`src/hdl/dps_pkg.sv`:
```
`default_nettype none
// ----------------------------------------------------------------------------
// dps_pkg: shared types and constants of the dynamic priority scheduler
// Request and result payloads, table entry layout, status and state codes.
// ----------------------------------------------------------------------------
package dps_pkg;

  // default table depth and reset step
  localparam int unsigned MAX_PROCS_DEF = 8;
  localparam logic [7:0]  PRIO_STEP_RST = 8'd3;

  // request kinds
  localparam logic REQ_LOAD = 1'b0;
  localparam logic REQ_TICK = 1'b1;

  typedef enum logic [2:0] {
    ST_RUN    = 3'd0,
    ST_DONE   = 3'd1,
    ST_IDLE   = 3'd2,
    ST_LOADED = 3'd3,
    ST_FULL   = 3'd4
  } dps_status_t;

  typedef enum logic [2:0] {
    S_IDLE,
    S_SCAN,
    S_LAST,
    S_UPD,
    S_RESP
  } dps_state_t;

  typedef struct packed {
    logic               req_type;
    logic [7:0]         proc_id;
    logic signed [15:0] start_priority;
    logic [15:0]        start_cpu_time;
    logic [7:0]         need_time;
  } dps_req_t;

  typedef struct packed {
    dps_status_t        status;
    logic [7:0]         run_id;
    logic signed [15:0] new_priority;
    logic [15:0]        new_cpu_time;
    logic [7:0]         remaining;
  } dps_rsp_t;

  typedef logic [7:0] dps_cfg_t;

  // one process table entry, 48 bits
  typedef struct packed {
    logic [7:0]         id;
    logic signed [15:0] prio;
    logic [15:0]        cpu;
    logic [7:0]         need;
  } dps_entry_t;

endpackage
`default_nettype wire

```
`src/hdl/dps_chan_if.sv`:
```
`default_nettype none
// ----------------------------------------------------------------------------
// dps_chan_if: valid/ready channel
// Carries one payload of the given type from a source to a sink.
// ----------------------------------------------------------------------------
interface dps_chan_if #(
  parameter type payload_t = dps_pkg::dps_cfg_t
) ();

  logic     valid;
  logic     ready;
  payload_t payload;

  modport source (output valid, output payload, input ready);
  modport sink   (input valid, input payload, output ready);

endinterface
`default_nettype wire

```
`src/hdl/dynamic_priority_scheduler.sv`:
```
`default_nettype none
// ----------------------------------------------------------------------------
// dynamic_priority_scheduler: dynamic priority process table
// Loads processes into a table and dispatches quanta to the entry with the
// highest priority, lowest id breaking ties, aging its priority each time.
// ----------------------------------------------------------------------------
//
//   channel  | dir | payload    | notes
//   ---------+-----+------------+---------------------------------------
//   in_ch    | in  | dps_req_t  | load or tick request
//   out_ch   | out | dps_rsp_t  | one result per request
//   cfg_ch   | in  | dps_cfg_t  | priority_step, always ready
//
// A request walks the table one slot a cycle through the single memory
// read port. A load stops at the first free slot, or at the last slot
// when the table is full. A tick reads every slot, then compares the last
// entry in S_LAST and writes the aged entry back in S_UPD.
// Reset clears the valid bits, the sequencer and the output register; the
// table memory itself is not cleared. The result register is separate from
// the sequencer, so a stalled result holds only the final hand-off.
//
`default_nettype none
module dynamic_priority_scheduler #(
  parameter int unsigned MAX_PROCS = dps_pkg::MAX_PROCS_DEF
) (
  input  wire logic   clk,
  input  wire logic   rst_n,
  dps_chan_if.sink    in_ch,
  dps_chan_if.source  out_ch,
  dps_chan_if.sink    cfg_ch
);

  localparam int unsigned IDX_W = $clog2(MAX_PROCS);
  localparam logic [IDX_W-1:0] LAST_IDX = IDX_W'(MAX_PROCS - 1);

  // --------------------------------------------------------------------------
  // Registers
  // --------------------------------------------------------------------------
  dps_pkg::dps_state_t  state_r, state_nxt;
  logic [IDX_W-1:0]     idx_r, idx_nxt;
  dps_pkg::dps_req_t    req_r;
  logic [MAX_PROCS-1:0] valid_r, valid_nxt;
  logic [7:0]           step_r;

  // compare pipeline: slot read last cycle, data now in rd_data_r
  logic                 cmp_vld_r, cmp_vld_nxt;
  logic [IDX_W-1:0]     cmp_slot_r;
  dps_pkg::dps_entry_t  rd_data_r;

  // current best candidate
  logic                 best_found_r, best_found_nxt;
  dps_pkg::dps_entry_t  best_r, best_nxt;
  logic [IDX_W-1:0]     best_slot_r, best_slot_nxt;

  // pending result and output register
  dps_pkg::dps_rsp_t    rsp_r, rsp_nxt;
  logic                 out_valid_r;
  dps_pkg::dps_rsp_t    out_data_r;

  // memory write port
  logic                 wr_en;
  logic [IDX_W-1:0]     wr_addr;
  dps_pkg::dps_entry_t  wr_data;

  logic                 in_fire;
  logic                 out_free;
  logic                 slot_free;

  // aging arithmetic
  logic signed [16:0]   prio_diff;
  logic signed [15:0]   prio_aged;
  logic [15:0]          cpu_aged;
  logic                 done_now;
  logic                 take;

  dps_pkg::dps_entry_t  table_mem [MAX_PROCS];

  assign in_ch.ready   = (state_r == dps_pkg::S_IDLE);
  assign in_fire       = in_ch.valid && in_ch.ready;
  assign cfg_ch.ready  = 1'b1;
  assign out_free      = !out_valid_r || out_ch.ready;
  assign out_ch.valid  = out_valid_r;
  assign out_ch.payload = out_data_r;
  assign slot_free     = !valid_r[idx_r];

  // --------------------------------------------------------------------------
  // Shared compare unit: does the entry just read beat the current best?
  // Strictly better only, so the lowest slot wins a full tie.
  // --------------------------------------------------------------------------
  always_comb begin
    take = 1'b0;
    if (cmp_vld_r) begin
      if (!best_found_r) begin
        take = 1'b1;
      end else if ($signed(rd_data_r.prio) > $signed(best_r.prio)) begin
        take = 1'b1;
      end else if ((rd_data_r.prio == best_r.prio) && (rd_data_r.id < best_r.id)) begin
        take = 1'b1;
      end
    end
  end

  // aging of the chosen entry
  always_comb begin
    prio_diff = {best_r.prio[15], best_r.prio} - $signed({9'd0, step_r});
    // underflow past the floor shows as sign bits that disagree
    prio_aged = (prio_diff[16] != prio_diff[15]) ? 16'sh8000 : prio_diff[15:0];
    cpu_aged  = (best_r.cpu == 16'hFFFF) ? best_r.cpu : best_r.cpu + 16'd1;
    done_now  = (best_r.need <= 8'd1);
  end

  // --------------------------------------------------------------------------
  // Next state
  // --------------------------------------------------------------------------
  always_comb begin
    state_nxt = state_r;
    unique case (state_r)
      dps_pkg::S_IDLE: begin
        if (in_fire) begin
          state_nxt = dps_pkg::S_SCAN;
        end
      end
      dps_pkg::S_SCAN: begin
        if (req_r.req_type == dps_pkg::REQ_LOAD) begin
          if (slot_free || (idx_r == LAST_IDX)) begin
            state_nxt = dps_pkg::S_RESP;
          end
        end else if (idx_r == LAST_IDX) begin
          state_nxt = dps_pkg::S_LAST;
        end
      end
      dps_pkg::S_LAST: state_nxt = dps_pkg::S_UPD;
      dps_pkg::S_UPD:  state_nxt = dps_pkg::S_RESP;
      dps_pkg::S_RESP: begin
        if (out_free) begin
          state_nxt = dps_pkg::S_IDLE;
        end
      end
      default: state_nxt = dps_pkg::S_IDLE;
    endcase
  end

  // --------------------------------------------------------------------------
  // Datapath control
  // --------------------------------------------------------------------------
  always_comb begin
    idx_nxt        = idx_r;
    valid_nxt      = valid_r;
    cmp_vld_nxt    = 1'b0;
    best_found_nxt = best_found_r;
    best_nxt       = best_r;
    best_slot_nxt  = best_slot_r;
    rsp_nxt        = rsp_r;
    wr_en          = 1'b0;
    wr_addr        = idx_r;
    wr_data        = '{id: req_r.proc_id, prio: req_r.start_priority,
                       cpu: req_r.start_cpu_time, need: req_r.need_time};

    // fold the entry read last cycle into the best candidate
    if (take) begin
      best_found_nxt = 1'b1;
      best_nxt       = rd_data_r;
      best_slot_nxt  = cmp_slot_r;
    end

    unique case (state_r)
      dps_pkg::S_IDLE: begin
        idx_nxt        = '0;
        best_found_nxt = 1'b0;
      end
      dps_pkg::S_SCAN: begin
        if (req_r.req_type == dps_pkg::REQ_LOAD) begin
          rsp_nxt = '{status: dps_pkg::ST_FULL, run_id: req_r.proc_id,
                      new_priority: '0, new_cpu_time: '0, remaining: '0};
          if (slot_free) begin
            wr_en            = 1'b1;
            valid_nxt[idx_r] = 1'b1;
            rsp_nxt.status   = dps_pkg::ST_LOADED;
          end
        end else begin
          cmp_vld_nxt = valid_r[idx_r];
        end
        if (idx_r != LAST_IDX) begin
          idx_nxt = idx_r + IDX_W'(1);
        end
      end
      dps_pkg::S_LAST: begin
      end
      dps_pkg::S_UPD: begin
        if (best_found_r) begin
          wr_en   = 1'b1;
          wr_addr = best_slot_r;
          wr_data = '{id: best_r.id, prio: prio_aged, cpu: cpu_aged,
                      need: done_now ? 8'd0 : best_r.need - 8'd1};
          if (done_now) begin
            valid_nxt[best_slot_r] = 1'b0;
          end
          rsp_nxt = '{status: done_now ? dps_pkg::ST_DONE : dps_pkg::ST_RUN,
                      run_id: best_r.id, new_priority: prio_aged,
                      new_cpu_time: cpu_aged, remaining: wr_data.need};
        end else begin
          rsp_nxt = '{status: dps_pkg::ST_IDLE, run_id: '0,
                      new_priority: '0, new_cpu_time: '0, remaining: '0};
        end
      end
      dps_pkg::S_RESP: begin
      end
      default: begin
      end
    endcase
  end

  // --------------------------------------------------------------------------
  // Control registers
  // --------------------------------------------------------------------------
  always_ff @(posedge clk) begin
    if (!rst_n) begin
      state_r      <= dps_pkg::S_IDLE;
      valid_r      <= '0;
      step_r       <= dps_pkg::PRIO_STEP_RST;
      cmp_vld_r    <= 1'b0;
      best_found_r <= 1'b0;
      out_valid_r  <= 1'b0;
    end else begin
      state_r      <= state_nxt;
      valid_r      <= valid_nxt;
      cmp_vld_r    <= cmp_vld_nxt;
      best_found_r <= best_found_nxt;
      if (cfg_ch.valid) begin
        step_r <= cfg_ch.payload;
      end
      // hand the result over; drop it once taken
      if (state_r == dps_pkg::S_RESP && out_free) begin
        out_valid_r <= 1'b1;
      end else if (out_ch.ready) begin
        out_valid_r <= 1'b0;
      end
    end
  end

  // payload registers
  always_ff @(posedge clk) begin
    idx_r       <= idx_nxt;
    cmp_slot_r  <= idx_r;
    best_r      <= best_nxt;
    best_slot_r <= best_slot_nxt;
    rsp_r       <= rsp_nxt;
    if (in_fire) begin
      req_r <= in_ch.payload;
    end
    if (state_r == dps_pkg::S_RESP && out_free) begin
      out_data_r <= rsp_r;
    end
  end

  // process table: one write port, one registered read port
  always_ff @(posedge clk) begin
    if (wr_en) begin
      table_mem[wr_addr] <= wr_data;
    end
  end

  always_ff @(posedge clk) begin
    rd_data_r <= table_mem[idx_r];
  end

  // --------------------------------------------------------------------------
  // Assertions
  // --------------------------------------------------------------------------
`ifndef ASSERT_OFF
  a_rose_from_resp: assert property (@(posedge clk) disable iff (!rst_n)
    $rose(out_valid_r) |-> $past(state_r) == dps_pkg::S_RESP)
    else $error("result raised outside the hand-off state");

  a_best_is_live: assert property (@(posedge clk) disable iff (!rst_n)
    (state_r == dps_pkg::S_UPD && best_found_r) |-> valid_r[best_slot_r])
    else $error("chosen slot is not a live entry");

  a_one_slot_change: assert property (@(posedge clk) disable iff (!rst_n)
    $past(rst_n) |-> ($countones(valid_r ^ $past(valid_r)) <= 1))
    else $error("more than one table slot changed in a cycle");

  a_write_in_work: assert property (@(posedge clk) disable iff (!rst_n)
    wr_en |-> (state_r == dps_pkg::S_SCAN || state_r == dps_pkg::S_UPD))
    else $error("table written outside scan or update");
`endif

endmodule
`default_nettype wire
```
`src/flat_wrapper.sv`:
```
// flat-port wrapper written by rule: the top's interface ports become plain ports
module dynamic_priority_scheduler_flat 
#(
  parameter int unsigned MAX_PROCS = dps_pkg::MAX_PROCS_DEF
)
  (clk, rst_n, in_ch_valid, in_ch_payload, in_ch_ready, out_ch_valid, out_ch_payload, out_ch_ready, cfg_ch_valid, cfg_ch_payload, cfg_ch_ready);
  dps_chan_if in_ch_i ();
  dps_chan_if out_ch_i ();
  dps_chan_if cfg_ch_i ();
  input  wire logic clk;
  input  wire logic rst_n;
  input wire logic [$bits(in_ch_i.valid)-1:0] in_ch_valid;
  input wire logic [$bits(in_ch_i.payload)-1:0] in_ch_payload;
  output wire logic [$bits(in_ch_i.ready)-1:0] in_ch_ready;
  output wire logic [$bits(out_ch_i.valid)-1:0] out_ch_valid;
  output wire logic [$bits(out_ch_i.payload)-1:0] out_ch_payload;
  input wire logic [$bits(out_ch_i.ready)-1:0] out_ch_ready;
  input wire logic [$bits(cfg_ch_i.valid)-1:0] cfg_ch_valid;
  input wire logic [$bits(cfg_ch_i.payload)-1:0] cfg_ch_payload;
  output wire logic [$bits(cfg_ch_i.ready)-1:0] cfg_ch_ready;
  assign in_ch_i.valid = in_ch_valid;
  assign in_ch_i.payload = in_ch_payload;
  assign in_ch_ready = in_ch_i.ready;
  assign out_ch_valid = out_ch_i.valid;
  assign out_ch_payload = out_ch_i.payload;
  assign out_ch_i.ready = out_ch_ready;
  assign cfg_ch_i.valid = cfg_ch_valid;
  assign cfg_ch_i.payload = cfg_ch_payload;
  assign cfg_ch_ready = cfg_ch_i.ready;
  dynamic_priority_scheduler #(.MAX_PROCS(MAX_PROCS)) u_core (.clk(clk), .rst_n(rst_n), .in_ch(in_ch_i), .out_ch(out_ch_i), .cfg_ch(cfg_ch_i));
endmodule
```
`config.mk`:
```
export PLATFORM = sky130hd
export DESIGN_NAME = dynamic_priority_scheduler_flat
export DESIGN_NICKNAME = d
export VERILOG_FILES = /design/src/hdl/dps_pkg.sv /design/src/hdl/dps_chan_if.sv /design/src/hdl/dynamic_priority_scheduler.sv /design/src/flat_wrapper.sv
export SDC_FILE = /design/constraint.sdc
export NUM_CORES = 1
export LEC_CHECK = 0
export BUFFER_PORTS_ARGS = -buffer_cell sky130_fd_sc_hd__buf_2
export CELL_PAD_IN_SITES_DETAIL_PLACEMENT = 1
export CELL_PAD_IN_SITES_GLOBAL_PLACEMENT = 1
export CORE_MARGIN = 10
export CORE_UTILIZATION = 29
export CTS_BUF_LIST = sky130_fd_sc_hd__clkbuf_4 sky130_fd_sc_hd__clkbuf_8
export DETAILED_ROUTE_END_ITERATION = 10
export PLACE_DENSITY = 0.66
export SLEW_MARGIN = 40
export SYNTH_ARGS = -nofsm -noshare
export SYNTH_HDL_FRONTEND = slang
export SYNTH_SLANG_ARGS = --single-unit
```
`constraint.sdc`:
```
create_clock -name clk -period 2.2 [get_ports clk]
set_input_delay 0.11 -clock clk [delete_from_list [all_inputs] [get_ports clk]]
set_output_delay 0.11 -clock clk [all_outputs]
set_load 0.005 [all_outputs]
```
After elaboration in Yosys (flattened, before gate mapping)
Cells that the tools add are included.

Bits of input ports: 21. Output and inout port bits: 11. Register bits: 31. Word-level logic and storage cells: 52.

Eq/ne operators: 12. Reduce and logical (&&, ||, !) cells: 14. Multiplexer cells: 15. $lt $le $gt $ge: 2. Add/sub/neg operators: 1. Bitwise operators: 2.

Operators by type and width (number): $mux W8 (2); $pmux W8 S2 (1); $pmux W3 S5 (1); $mux W3 (4); $ne A2 B1 Y1 const B (4); $or A8 B8 Y8 (1); $eq A3 B2 Y1 const B (2); $eq A3 B3 Y1 const B (2); $pmux W3 S2 (1); $reduce_bool A2 Y1 (3); $lt A3 B4 Y1 const B (1); $mux W1 (4); $ne A2 B2 Y1 const B (2); $reduce_and A4 Y1 (1); $add A3 B1 Y3 const B (1); $bmux W1 S3 (1); $demux W1 S3 (1); $eq A3 B1 Y1 const B (1); $ge A3 B1 Y1 const B (1); $logic_and A1 B1 Y1 (3); $logic_not A3 Y1 (1); $ne A3 B3 Y1 const B (1); $reduce_and A3 Y1 (1); $logic_not A1 Y1 (2); 3 further kinds (4).

Logic depth before layout (Yosys ltp)
Gate-level depths: netlist of the first run.

Depth after elaboration: 7. Mapped depth: 5. Mapped depth without buffers: 5.

Worst setup path after synthesis of the first run
OpenSTA, ideal clock, no wires.

Path kind: register -> register. Start: register u_core.idx_r[1]. End: register u_core.idx_r[0], enable pin. Data required time: 1846 ps. Setup slack: 653 ps. Setup time: 354 ps. Period minus slack after synthesis: 1547 ps. Stages on the path, launching flop included: 4. Arrival time: 1192 ps. Path buffers: 0. Cells stage by stage: edfxtp_1 -> ha_1 -> ha_1 -> a211oi_1.

Cells in the longest elaborated chain, start to end: 3.

RTL lines: start: declaration (RTL line dynamic_priority_scheduler.sv:40) `logic [IDX_W-1:0] idx_r, idx_nxt;`; start signal: assignment (RTL line dynamic_priority_scheduler.sv:243) `idx_r <= idx_nxt;`; $ne A3 B3 Y1 (RTL line dynamic_priority_scheduler.sv:183) `if (idx_r != LAST_IDX) begin`; $ne A2 B1 Y1 (no source line); $reduce_and A2 Y1 (no source line).

Every way passes these cells. A chain may end at the register's enable or synchronous reset.

Worst setup path in the final report of the first run
Start: register u_core.idx_r[1]. End: register u_core.idx_r[2], enable pin.

Same word-level chain as after synthesis.

==> results of run 1 <==
==> stage by stage <==
stage                     cell area [µm²]  setup WS, ns  hold WS, ns  power, W  std cells
after floorplan                       761         0.653        0.228  0.000593         86
after global placement                741         0.520        0.327  0.000633        109
after detailed placement              741         0.478        0.339  0.000643        109
after CTS                             768         0.462       0.0263  0.000804        113
after global routing                  768         0.342       0.0398  0.000867        113
final                                 768         0.477       0.0253  0.000794        113
==> critical path, cell delays in order (launching register included) <==
cell and delay (ns):
edfxtp_1 0.47, ha_1 0.22, ha_1 0.23, a211oi_1 0.46
==> registers in the layout, summed over array words and instances, names as in the netlist <==
register             cells
u_core.valid_r           8
u_core.state_r           3
u_core.out_ch.valid      1
u_core.idx_r             3
==> Yosys cell counts, drive strengths merged (2+ instances only) <==
cell and instances:
a21oi 9, and3 3, clkbuf 3, buf 10, nor2b 2, conb 2
ha 2, edfxtp 3, mux2i 4, nor3 3, a211oi 2, nand2b 2
dfxtp 12, nor2 12, nand2 2
==> report_power, final <==
part	switching [W]	leakage, nW	total, W	internal [W]
clock network	0.0000934	0.0177	0.000161	0.0000678
logic	0.000137	0.177	0.000244	0.000107
registers	0.0000522	0.132	0.000389	0.000336
==> cell families after synthesis <==
logic type               after synthesis
AND/OR/NAND/NOR                       27
AO/OA/AOI/OAI                         15
flip-flops                            15
buffers and inverters                 14
multiplexers                           4
adder cells (fa/ha/maj)                2
other                                  2
==> cell type report <==
class                      instances  area share, %
multi-input combinational         57           43.8
tap                               30           4.89
sequential                        15           43.0
timing repair buffer               6           4.23
clock inverter                     1          0.651
inverter                           1          0.489
clock buffer                       3           2.93
==> final timing paths <==
path	from	end	slack (ns)
min	rst_n	u_core.state_r[2]	0.03
min reg2reg	u_core.valid_r[5]	u_core.valid_r[5]	0.48
max reg2reg	u_core.idx_r[1]	u_core.idx_r[2]	0.48
max	u_core.idx_r[1]	u_core.idx_r[2]	0.48
==> per-layer routing <==
metal  vias to the layer above  routed length, µm
met3                         5                 80
li1                        260                  -
met1                       244                656
met2                        12                637
met4                         0                 51
met5                         -                  0
==> impl_results.md, run 1 <==
- Setup TNS: 0 ns
- # DRC: 0
- Antenna viol nets, final: 0
- Most area-consuming cells after synthesis: dfxtp_1, edfxtp_1, buf_4, a21oi_1, nor2_1
- Htree depth: 1
- Post-synth EDFFs: 3
- Leak: 0.327 nW
- CP Class: reg -> reg
- Share of layout cells above drive strength 1: 15.7%
- Worst setup EP type: register
- Port Buf Inserts: 5
- CTS tree: built
- Register area share after synthesis: between 40% and 50%
- Post-CTS Hold Buffers: 0
- GRT Max-Usage Layer: met2
- Fmax: 580 MHz
- Num rows: 18
- Root Buffer: clkbuf_4
- Syn Area/Cell: 9.30 µm²
- Pre-antenna DRT Iters: 4
- Met1 GRT Util: between 7 and 8%
- Routed Wire Length: 1.43 mm
- Footprint of the multi-input gates: 337 µm²
- Avg Vias per Cell: 4.61
- CTS resizes: 0
- Yosys warns: 0
- Starting Density: about 30%
- Largest net degree at the start of global routing: 12
- Synth area leader: dfxtp_1
- Max Fanout on Critical Path: 5
- Clk buf depth: 2
- Number of DRC markers in iteration 0: 6
- Mux cell area share after synthesis: 5.45%
- Global routing usage on met3: 2.40%
- Synth Instances: 79
- Grt met2 use: under 10%
- Synth Register Bits: 15
- Async SR Flop Fraction: 0%
- Endpoints failing setup: 0
- Adder-Cell Fraction of Synth Area: 3.41%
- Arr. time, crit path: between 1.5 and 2 ns
- Vias: around 520
- Synthesized area: about 730 µm²
- Postcts setup bufs: 0
- Most frequent cells in the layout: nor2_1, dfxtp_1, a21oi_1, conb_1, buf_2
- RSZ-0062 raised after global routing: no
- Die Span X: between 70 and 80 µm
- Wire length per cell: between 10 and 15 µm
- Core box area: between 2000 and 2500 µm²
- # Max-Cap Violations: 0
- Simple-gate share of the synthesized area: 18.6%
- Area growth from synthesis to layout: 4.60%
- Required @ worst endpoint: between 2 and 2.5 ns
- Initial antenna violation count: 0
- IO Pins: 32
- Fillcell total: between 300 and 400
- Power per Cell Area: roughly 1000 nW/µm²
- Fin util: 31.3%
- CTS sink count: 15
- Prevailing post-synth register cell: dfxtp_1
- Run status: completed
- Register Area: 330 µm²
- Final hold viol count: 0
- Vias in the first global route: 571
- Synth Area in Compound Gates: 13.8%
- Fin Clk Skew: approximately 0.012 ns
- Crit share post-route: between 70 and 80%
- Final slew viol count: 0
- Cell depth of the worst flop-to-flop path: 3
- Routability cong.: 0.762
- Largest family of logic cells by synthesized area: simple AND/OR/NAND/NOR gates
- Distinct cells, synth: 26
- Startpoint Class: register
- Worst-path clk slew: 0.10 ns
- HP Class: in -> reg
- Peak supply drop: approximately 0.38 mV
- Top cell type's share of synthesized area: between 30% and 40%
- Total CTS buffers: 3
- Final Critical Period: roughly 1.7 ns
- All-Layer GR Usage: under 10%
- Final HPWL DP: 1.09 mm
- Grt ovf: 0
- Die height: around 70 µm
- Number of diodes: 0
- Hold Crit Depth: 2
- Die area: 4950 µm²
- Xor/xnor cell area share of the yosys netlist: 0%
- First-pass GRT wire length: 2.54 mm
- Final nets: 107
- Clock latency on the worst-skew pair: 0.30 ns
Note: power is estimated with default switching activity, not from simulation.
==> run 2, diff against run 1 <==
==> constraint.sdc (replaced) <==
create_clock -name clk -period 1.66 [get_ports clk]
set_input_delay 0.083 -clock clk [delete_from_list [all_inputs] [get_ports clk]]
set_output_delay 0.083 -clock clk [all_outputs]
set_load 0.005 [all_outputs]
==> impl_results.md, run 2 (same netlist as run 1, synthesis figures left out) <==
- Run status: completed
- Top reg by flops: u_core.valid_r
- Largest net degree at the start of global routing: 12 (unchanged)
- Final slew viol count: 0 (unchanged)
- Final nets: 110 (+2.8%)
- Routability cong.: 0.769 (+0.83%)
- Root Buffer: clkbuf_4
- Wire length per cell: 12.8 µm (+1.2%)
- Register Area: 330 µm² (unchanged)
- Area growth from synthesis to layout: 11.8%
- Setup TNS: 0 ns (unchanged)
- Clk buf depth: 2 (unchanged)
- Vias: 546 (+4.8%)
- Core box area: 2450 µm² (unchanged)
- Fmax: 633 MHz (+9.1%)
- All-Layer GR Usage: 6.06% (-0.25 points)
- CP Class: reg -> reg
- Critical Path, Cell by Cell: ha_2, ha_2, a211oi_2, nand3_2, a2111oi_4
- Most frequent cells in the layout: nor2_1, dfxtp_1, a21oi_1, conb_1, buf_2
- Crit share post-route: 95.1% (+17 points)
- CTS tree: built
- Vias in the first global route: 600 (+5.1%)
- # Max-Cap Violations: 0 (unchanged)
- Endpoints failing setup: 0 (unchanged)
- Final Critical Period: 1.58 ns (-0.144 ns)
- Startpoint Class: register
- Starting Density: 29.9% (unchanged)
- Pre-antenna DRT Iters: 4 (unchanged)
- Leak: 0.339 nW (+3.7%)
- Peak supply drop: 0.712 mV (+86%)
- Num rows: 18 (unchanged)
- Hold Crit Depth: 2 (unchanged)
- Worst setup EP type: register
- Initial antenna violation count: 0 (unchanged)
- Fillcell total: 291 (-3.6%)
- CTS sink count: 15 (unchanged)
- Htree depth: 1 (unchanged)
- Clock latency on the worst-skew pair: 0.29 ns (about the same)
- Post-Layout Cell Count: 116 (+2.7%)
- Avg Vias per Cell: 4.71 (+2.1%)
- Largest register FFs: 8 (unchanged)
- Port Buf Inserts: 5 (unchanged)
- Antenna viol nets, final: 0 (unchanged)
- Die height: 70.3 µm (unchanged)
- HP Class: in -> reg
- Crit-path most repeated cell: ha_2
- IO Pins: 32 (unchanged)
- Required @ worst endpoint: 1.86 ns (-0.29 ns)
- Share of layout cells above drive strength 1: 23.3% (+7.6 points)
- Number of DRC markers in iteration 0: 4 (-2)
- Top Registers: u_core.valid_r x8, u_core.idx_r x3, u_core.state_r x3
- Routed Wire Length: 1.48 mm (+3.9%)
- Critical-path top delay cell: edfxtp_1
- Die area: 4950 µm² (unchanged)
- Worst-path clk slew: 0.09 ns (about the same)
- Die Span X: 70.3 µm (unchanged)
- Power per Cell Area: 1400 nW/µm² (+35%)
- DP Cell Count: 111 (+1.8%)
- Footprint of the multi-input gates: 364 µm² (+8.2%)
- Grt ovf: 0 (unchanged)
- Number of diodes: 0 (unchanged)
- Final HPWL DP: 1.10 mm (+0.78%)
- CP max stage delay: 0.41 ns (-0.06 ns)
- # DRC: 0 (unchanged)
- Arr. time, crit path: 1.78 ns (+0.10 ns)
- Max Fanout on Critical Path: 2 (-3)
- Cell depth of the worst flop-to-flop path: 5 (+2)
- Total CTS buffers: 3 (unchanged)
- Fin Clk Skew: 0.00470 ns (-0.00761 ns)
- Final hold viol count: 0 (unchanged)
- First-pass GRT wire length: 2.57 mm (+1.1%)
## run 2: per-stage QoR
step                      setup slack (ns)  area, µm²  total power, W  hold slack (ns)  utilization (%)
after floorplan                      0.113        761        0.000786            0.201                -
after global placement              0.0842        756        0.000861            0.299             30.8
after detailed placement            0.0549        756        0.000876            0.306             30.8
after CTS                           0.0318        786         0.00110          0.00437             32.0
after global routing               -0.0330        821         0.00124           0.0114             33.4
final                               0.0812        821         0.00115          0.00615             33.4
## run 2: critical path, delay by kind of cell (launching register included)
| family | cells | cell delay, ns |
|---|---|---|
| flip-flops | 1 | 0.41 |
| adder cells (fa/ha/maj) | 2 | 0.39 |
| AND/OR/NAND/NOR | 1 | 0.14 |
| AO/OA/AOI/OAI | 2 | 0.56 |
## run 2: cell type report
cell class / count / share of cell area (%)
clock buffer: 4 / 3.66
inverter: 1 / 0.457
multi-input combinational: 57 / 44.4
sequential: 15 / 40.2
tap: 30 / 4.57
timing repair buffer: 9 / 6.71
## run 2: routing by layer
metal | global-route usage [%] | part of all wire (%) | vias up | wire length, µm
li1 | - | - | 268 | -
met1 | 6.90 | 43 | 257 | 644
met2 | 9.28 | 46 | 14 | 686
met3 | 2.12 | 6.4 | 7 | 95
met4 | 3.95 | 3.7 | 0 | 55
met5 | 0 | 0 | - | 0
## run 2: final timing paths
path                     startpoint                end  slack (ns)
setup / recovery    u_core.idx_r[0]  u_core.state_r[0]        0.08
hold / removal                rst_n  u_core.state_r[2]       0.006
setup reg to reg    u_core.idx_r[0]  u_core.state_r[0]        0.08
hold reg to reg   u_core.valid_r[1]  u_core.valid_r[1]        0.48
## run 2: report_power, final
part | leakage [nW] | total (W) | switching [W] | internal [W]
Combinational | 0.188 | 0.000413 | 0.000221 | 0.000192
Sequential | 0.132 | 0.000512 | 0.0000663 | 0.000445
Clock | 0.0184 | 0.000224 | 0.000114 | 0.000110
Total | 0.339 | 0.00115 | 0.000401 | 0.000747
## run 2: repair_timing
action | 4_1_cts | 5_1_grt
setup endpoints to repair | 0 | 1
resized for setup | 0 | 5
hold buffers | 0 | 0
setup buffers | 0 | 1
